$ cat config.mk
export PLATFORM = sky130hd
export DESIGN_NAME = rsec_front
export DESIGN_NICKNAME = d
export VERILOG_FILES = /design/src/sv/resolver_speed_estimator_core_macros.svh /design/src/sv/rsec_pkg.sv /design/src/sv/rsec_front.sv
export SDC_FILE = /design/constraint.sdc
export NUM_CORES = 1
export LEC_CHECK = 0
export ABC_AREA = 1
export BUFFER_PORTS_ARGS = -buffer_cell sky130_fd_sc_hd__buf_2
export CAP_MARGIN = 25
export CORE_MARGIN = 8
export CORE_UTILIZATION = 50
export DETAILED_ROUTE_END_ITERATION = 8
export GPL_TIMING_DRIVEN = 0
export PLACE_DENSITY_LB_ADDON = 0.08
export RECOVER_POWER = 100
export SETUP_SLACK_MARGIN = 0.02
export SYNTH_ARGS = -nofsm -noshare
export SYNTH_HDL_FRONTEND = slang
export SYNTH_SLANG_ARGS = --single-unit
$ cat constraint.sdc
create_clock -name clock -period 10.5 [get_ports clock]
set_clock_uncertainty 0.2 [all_clocks]
set_input_delay 1.05 -clock clock [delete_from_list [all_inputs] [get_ports clock]]
set_output_delay 1.05 -clock clock [all_outputs]
set_load 0.02 [all_outputs]
$ cat src/sv/resolver_speed_estimator_core_macros.svh
// Assertion macros shared by the resolver speed estimator modules.
`ifndef RESOLVER_SPEED_ESTIMATOR_CORE_MACROS_SVH
`define RESOLVER_SPEED_ESTIMATOR_CORE_MACROS_SVH

// Check a condition at every clock edge outside reset.
`define RSEC_ASSERT(lbl, cond, msg) \
   lbl: assert property (@(posedge clock) disable iff (reset) (cond)) else $error(msg);

// Check that a condition implies another in the next cycle.
`define RSEC_ASSERT_NEXT(lbl, ante, cons, msg) \
   lbl: assert property (@(posedge clock) disable iff (reset) (ante) |=> (cons)) \
      else $error(msg);

`endif

$ cat src/sv/rsec_pkg.sv
// Shared types and constants of the resolver speed estimator.
package rsec_pkg;

   // Field widths
   localparam int ANGLE_W = 16;
   localparam int TOP_W   = 8;
   localparam int SUM_W   = 25;
   localparam int DIFF_W  = 18;
   localparam int ACC_W   = SUM_W + 1;

   // Averaging window
   localparam int WINDOW_TAPS = 10;
   localparam int PTR_W       = (WINDOW_TAPS > 1) ? $clog2(WINDOW_TAPS) : 1;
   localparam int TOTAL_W     = SUM_W + $clog2(WINDOW_TAPS);
   localparam int MAG_W       = TOTAL_W;
   localparam int RECIP_SHIFT = MAG_W + $clog2(WINDOW_TAPS);
   localparam int RECIP_W     = MAG_W + 1;
   localparam int PROD_W      = MAG_W + RECIP_W;
   localparam logic [63:0] RECIP_FULL =
      ((64'd1 << RECIP_SHIFT) + 64'(WINDOW_TAPS) - 64'd1) / 64'(WINDOW_TAPS);
   localparam logic [RECIP_W-1:0] RECIP = RECIP_FULL[RECIP_W-1:0];

   // Queue between front and back
   localparam int FIFO_DEPTH = 4;
   localparam int FIFO_AW    = 2;
   localparam int FIFO_CW    = FIFO_AW + 1;

   // Stream widths
   localparam int REQ_DATA_W = 16;
   localparam int RSP_DATA_W = 32;

   // Configuration port
   localparam int CSR_IDX_W  = 2;
   localparam int CSR_DATA_W = 16;
   localparam logic [CSR_IDX_W-1:0] CSR_WRAP_LOW  = 2'd0;
   localparam logic [CSR_IDX_W-1:0] CSR_WRAP_HIGH = 2'd1;
   localparam logic [CSR_IDX_W-1:0] CSR_DEC_TOP   = 2'd2;

   localparam logic [ANGLE_W-1:0] WRAP_LOW_RST  = 16'd4000;
   localparam logic [ANGLE_W-1:0] WRAP_HIGH_RST = 16'd60000;
   localparam logic [TOP_W-1:0]   DEC_TOP_RST   = 8'd20;

   localparam logic signed [DIFF_W-1:0] FULL_TURN = 18'sd65536;
   localparam logic signed [SUM_W-1:0]  SUM_MAX   = {1'b0, {(SUM_W-1){1'b1}}};
   localparam logic signed [SUM_W-1:0]  SUM_MIN   = {1'b1, {(SUM_W-1){1'b0}}};

   typedef struct packed {
      logic [ANGLE_W-1:0] wrap_low;
      logic [ANGLE_W-1:0] wrap_high;
      logic [TOP_W-1:0]   dec_top;
   } rsec_cfg_type;

endpackage

$ cat src/sv/rsec_front.sv
// Front end: unwraps angle samples, accumulates displacement, decimates.
module rsec_front
   import rsec_pkg::*;
(
   input  logic                     clock,
   input  logic                     reset,
   input  rsec_cfg_type             cfg,
   input  logic                     req_tvalid,
   output logic                     req_tready,
   input  logic [REQ_DATA_W-1:0]    req_tdata,
   output logic                     push_valid,
   input  logic                     push_ready,
   output logic signed [SUM_W-1:0]  push_data
);

   logic [ANGLE_W-1:0]        prev_ff, prev_in;
   logic [TOP_W-1:0]          cnt_ff, cnt_in;
   logic signed [SUM_W-1:0]   sum_ff, sum_in;
   logic [ANGLE_W-1:0]        cur;
   logic                      wrap_fwd, wrap_bwd, accept, at_top;
   logic signed [DIFF_W-1:0]  diff;
   logic signed [ACC_W-1:0]   acc;
   logic signed [SUM_W-1:0]   acc_sat;

   assign req_tready = push_ready;
   assign accept     = req_tvalid & req_tready;
   assign at_top     = (cnt_ff == cfg.dec_top);
   assign push_valid = accept & at_top;
   assign push_data  = acc_sat;

   // Unwrap the current sample against the previous one and form the step
   always_comb begin
      cur      = req_tdata[ANGLE_W-1:0];
      wrap_fwd = (cur < cfg.wrap_low) && (prev_ff > cfg.wrap_high);
      wrap_bwd = (cur > cfg.wrap_high) && (prev_ff < cfg.wrap_low);
      diff     = $signed(DIFF_W'({2'b00, cur})) - $signed(DIFF_W'({2'b00, prev_ff}));
      if (wrap_fwd) begin
         diff = diff + FULL_TURN;
      end else if (wrap_bwd) begin
         diff = diff - FULL_TURN;
      end
   end

   // Accumulate with saturation
   always_comb begin
      acc = {sum_ff[SUM_W-1], sum_ff} + {{(ACC_W-DIFF_W){diff[DIFF_W-1]}}, diff};
      if (acc[ACC_W-1] != acc[ACC_W-2]) begin
         acc_sat = acc[ACC_W-1] ? SUM_MIN : SUM_MAX;
      end else begin
         acc_sat = acc[SUM_W-1:0];
      end
   end

   // Advance counter; clear the sum on a decimation beat
   always_comb begin
      prev_in = prev_ff;
      cnt_in  = cnt_ff;
      sum_in  = sum_ff;
      if (accept) begin
         prev_in = cur;
         if (at_top) begin
            cnt_in = '0;
            sum_in = '0;
         end else begin
            cnt_in = cnt_ff + 1'b1;
            sum_in = acc_sat;
         end
      end
   end

   always_ff @(posedge clock) begin
      if (reset) begin
         prev_ff <= '0;
         cnt_ff  <= '0;
         sum_ff  <= '0;
      end else begin
         prev_ff <= prev_in;
         cnt_ff  <= cnt_in;
         sum_ff  <= sum_in;
      end
   end

endmodule

Word-level counts from Yosys, hierarchy flattened
Cells that the tools add are included.
{"block": "word_totals", "elab_cells": 24, "ff_bits": 49}
{"block": "classes", "addsub": 5, "magnitude_cmp": 4, "mux": 6, "reduce_logical": 2, "bitwise": 2, "eq_ne": 2}
{"cell": "2-to-1 mux 25 bit", "n": 3}
{"cell": "2-to-1 mux 18 bit", "n": 2}
{"cell": "> comparator 16 bit", "n": 2}
{"cell": "less-than comparator 16 bit", "n": 2}
{"cell": "adder 25 x 18 -> 26 bit", "n": 1}
{"cell": "adder 17 x 18 -> 18 bit (second input constant)", "n": 1}
{"cell": "subtractor 17 x 18 -> 18 bit (second input constant)", "n": 1}
{"cell": "subtractor 16 x 16 -> 17 bit", "n": 1}
{"cell": "adder 8 x 1 -> 8 bit (second input constant)", "n": 1}
{"cell": "== test 8 bit", "n": 1}
{"cell": "2-to-1 mux 8 bit", "n": 1}
{"cell": "bitwise AND 1 bit", "n": 2}
{"cell": "logical AND 1 bit", "n": 2}
{"cell": "inequality test 1 bit", "n": 1}

Longest topological paths before layout
{"block": "logic_depth", "word_depth": 8, "ltp_mapped": 37, "depth_no_buf": 36}

Least setup slack after synthesis
No wires, ideal clock.
{"block": "synth_timing", "kind": "input -> output", "from": "input req_tdata[0]", "to": "output push_data[11]", "t_required_ps": 9250, "stages": 35, "t_arrival_ps": 5200, "path_buffers": 1, "path_slack_ps": 4050, "path_cell_list": "inv_2 > ha_1 > inv_1 > fa_1 > nand3_1 > nand3_1 > a21oi_1 > inv_1 > a21oi_1 > o21ai_0 > nand3_1 > nand2_1 > nand3_1 > nand2_1 > nand3_1 > nand2_1 > nand3_1 > nand2_1 > ha_1 > mux2_2 > ha_1 > nand2_1 > nor2_1 > nand4_1 > o211ai_1 > nand3_2 > nand2_2 > nand2_1 > nand2_1 > nand2_2 > nand2_2 > nand2_4 > buf_12 > nand2_2 > nand2_2"}
{"block": "synth_via", "elab_chain_len": 7, "word_cells_on_any_way": 13, "cone_classes": "add/sub (4); order compare (2); eq/ne (1); mux (4); reduce/logical (2)"}
{"item": "start: declaration", "line": "rsec_front.sv:10", "rtl": "input logic [REQ_DATA_W-1:0] req_tdata,"}
{"item": "subtractor 16 x 16 -> 17 bit / > comparator 16 bit (equally long branches)", "line": "rsec_front.sv:36, rsec_front.sv:35"}
{"item": "subtractor 17 x 18 -> 18 bit / logical AND 1 bit (equally long branches)", "line": "rsec_front.sv:40, rsec_front.sv:35"}
{"item": "2-to-1 mux 18 bit", "line": "rsec_front.sv:39", "rtl": "end else if (wrap_bwd) begin"}
{"item": "2-to-1 mux 18 bit *", "line": "rsec_front.sv:37", "rtl": "if (wrap_fwd) begin"}
{"item": "adder 25 x 18 -> 26 bit *", "line": "rsec_front.sv:46", "rtl": "acc = {sum_ff[SUM_W-1], sum_ff} + {{(ACC_W-DIFF_W){diff[DIFF_W-1]}}, diff};"}
{"item": "2-to-1 mux 25 bit / inequality test 1 bit (equally long branches)", "line": "rsec_front.sv:48, rsec_front.sv:47"}
{"item": "2-to-1 mux 25 bit *", "line": "rsec_front.sv:47", "rtl": "if (acc[ACC_W-1] != acc[ACC_W-2]) begin"}
{"item": "end: declaration", "line": "rsec_front.sv:13", "rtl": "output logic signed [SUM_W-1:0] push_data"}
Every way passes the cells marked *; elsewhere a longest branch is shown, timed or not.

Worst setup path after layout
{"block": "layout_timing", "from": "input req_tdata[0]", "to": "output push_data[15]"}
Same word-level chain as after synthesis.

==> flow_metrics.py <==
metrics = {
    "sta": {
        "whs_ps": 280,
        "fmax_ghz": 0.125,
        "setup_tns_ps": 0,
        "rsz0062_at_grt": "no",
        "slew_viol_final": 0,
        "post-route-min-period_ps": 8030,
        "fin_crit_sh_pct": 76.4,
        "finalWorstSetupSlack_ps": 2470,
        "relSlewSlack_pct": 44.0,
        "final_hold_viol_count": 0,
        "setup_viol": 0,
        "tightest_slew_ps": 837,
    },
    "global_routing": {
        "overflow": 0,
        "grt_util_met2_pct": 35.2,
        "use_met1_pct": 24.3,
        "top_usage_layer": "met2",
        "grt_antenna_before_repair": 0,
        "use_met3_pct": 2.51,
        "grt_pass1_vias": 5431,
        "grt_pass1_wl_um": 24300,
        "grt_start_max_net_pins": 15,
        "grt_usage_pct": 19.9,
    },
    "die": {
        "initial_core_util_pct": 51.1,
        "core_um2": 10800,
        "chipWidth_um": 121,
        "dieArea_um2": 14700,
        "rows": 38,
        "ioPinCount": 87,
        "dieHeight_um": 121,
    },
    "hold_path": {
        "min-delay-start": "sum_ff[15]",
        "whs_path_depth": 2,
        "hp-class": "reg2reg",
    },
    "setup_path": {
        "crit_start": "req_tdata[0]",
        "cpPeakStageDelay_ps": 570,
        "path_common_cell": "nand2_1",
        "crit_fanout": 10,
        "reg2reg_depth": 34,
        "end_kind": "output port",
        "arrival_ps": 6780,
        "cp_num_buf_inv": 6,
        "cp.required_ps": 9250,
        "worstReg2RegStart": "prev_ff[0]",
        "cp_num_cells": 35,
        "path_delay_family": "simple AND/OR/NAND/NOR gates",
        "cp-start-kind": "input pin",
        "critPathKind": "in2out",
        "crit_slowest_cell": "clkbuf_1",
    },
    "synth": {
        "yosysUniqueCellTypes": 47,
        "synth_area_leader_cell": "ha_1",
        "yosysSeqAreaShare_pct": 17.7,
        "synth_edf_count": 0,
        "synth_top_area_share_pct": 22.1,
        "synthFlopType": "dfxtp_1",
        "ys_top_cells_by_area": "ha_1 22%, dfxtp_1 18%, nand2_1 12%, a21oi_1 8.2%, inv_1 6.6%",
        "synthArstFlopShare_pct": 0,
        "synth_area_per_cell_um2": 6.96,
        "synth_nets": 956,
        "synth_area_um2": 5540,
        "synth_seq_cells": 49,
        "syn_inst": 796,
        "yosysWarnings": 0,
    },
    "drt": {
        "vias": 5384,
        "drt-pass1-iter-count": 5,
        "route.detailed.drc": 0,
        "routed_wl_um": 14600,
        "ant_nets": 0,
        "drt_iter0_drc": 243,
        "viasPerCell": 5.23,
        "routedWlPerCell_um": 14.2,
    },
    "run": {
        "cap_violations": 0,
    },
    "clock_network": {
        "clock_path_buffers": 2,
        "tritoncts": "yes",
        "postCtsSetupRepairBufs": 0,
        "path_clk_slew_ps": 90,
        "cts_root_buffer": "clkbuf_8",
        "numCtsBuffers": 5,
        "h-tree-depth": 2,
        "cts_hold_buf": 0,
        "clkLatencyLatePin_ps": 310,
        "cts_sinks": 49,
        "cts_resized": 0,
    },
    "power_and_ir_drop": {
        "leakagePower_nw": 3.10,
        "max-vdd-ir-drop_uv": 158,
        "power_density_nw_per_um2": 196,
        "power.total_mw": 1.20,
    },
    "run_status": {
        "status": "finished clean",
    },
    "cells_and_area": {
        "layout.nets": 1048,
        "antenna_cells": 0,
        "fill_cells": 1075,
        "area_growth_pct": 10.9,
        "drive_above_1_share_pct": 15.2,
        "layout.cells.non_filler": 1029,
    },
    "placement": {
        "pre_cts_ws_ps": 3160,
        "hpwl_um": 12400,
        "io_buffers": 85,
        "dp.cells": 1021,
        "place.gp.congestion": 0.919,
    },
}
==> worst reg2reg max path, delay by kind of cell (launching register included) <==
| family | cells | cell delay (ps) |
|---|---|---|
| AOI/OAI and AO/OA | 5 | 950 |
| buffers and inverters | 3 | 700 |
| DFF | 1 | 340 |
| and+or+nand+nor | 21 | 2290 |
| muxes | 1 | 270 |
| adders and majority gates | 4 | 1210 |
==> final timing paths <==
kind	slack, ps	endpoint
worst max register to register	4400	sum_ff[15]
worst min-delay path	280	sum_ff[15]
worst min register to register	280	sum_ff[15]
worst max-delay path	2470	push_data[15]
==> cell usage after synthesis, types with 14 or more instances <==
master / instances
dfxtp_1: 49
xor2_1: 25
ha_1: 98
xnor2_1: 14
o21ai_0: 39
nand2_1: 176
nand3_1: 25
inv_1: 97
nor2_1: 34
a21oi_1: 91
nand2_2: 50
==> placed cells by master, fill, tap and decap left out, drive strengths merged, types with 3 or more instances in the layout <==
master,n
a21oi,101
clkbuf,48
nand2,228
nor3,6
xnor2,14
o21a,3
xor2,25
o21bai,3
a211oi,3
inv,99
buf,62
nand4,11
o21ai,41
or2,5
nor4,4
nand3,29
dfxtp,49
o211ai,3
ha,98
a31oi,3
nor2,38
==> stage by stage <==
stage	utilization (%)	cell area (um2)
6_report	56.7	6140
5_1_grt	56.7	6140
4_1_cts	57.6	6240
3_5_place_dp	56.6	6140
3_3_place_gp	56.6	6140
2_1_floorplan	-	5540
==> registers in the layout, indices dropped and copies added (netlist names) <==
register and cells:
sum_ff 25, prev_ff 16, cnt_ff 8
==> cell type report <==
cell class,count,area (um2),share of cell area (%)
multi-input cells,630,4010,65.3
flip-flops and latches,49,981,16.0
repair buffers,85,392,6.38
inverters,99,372,6.05
well taps,140,175,2.85
plain buffers,18,108,1.75
clock buffers,7,96.3,1.57
clock inverters,1,5.00,0.0815
==> logic make-up (layout without fill, tap and decap cells) <==
kind of cell,Yosys count,count (layout),share of synthesized area [%]
buffers and inverters,117,210,8.95
XOR/XNOR,39,39,6.17
flip-flops,49,49,17.7
AND/OR/NAND/NOR,323,323,27.1
AO/OA/AOI/OAI,167,167,17.0
adder cells (fa/ha/maj),100,100,22.9
multiplexers,1,1,0.203
==> power breakdown <==
part / internal (mW) / switching (mW) / leakage [nW] / total [mW]
registers: 0.211 / 0.0242 / 0.402 / 0.235
clock network: 0.0597 / 0.0660 / 0.0542 / 0.126
logic: 0.283 / 0.558 / 2.64 / 0.840
total: 0.554 / 0.648 / 3.10 / 1.20
==> per-layer routing <==
metal | vias to the layer above | routed length, um
li1 | 2837 | -
met1 | 2433 | 6930
met2 | 99 | 6890
met3 | 15 | 535
met4 | 0 | 251
met5 | - | 0
No activity file was read; power rests on OpenSTA's default activity.
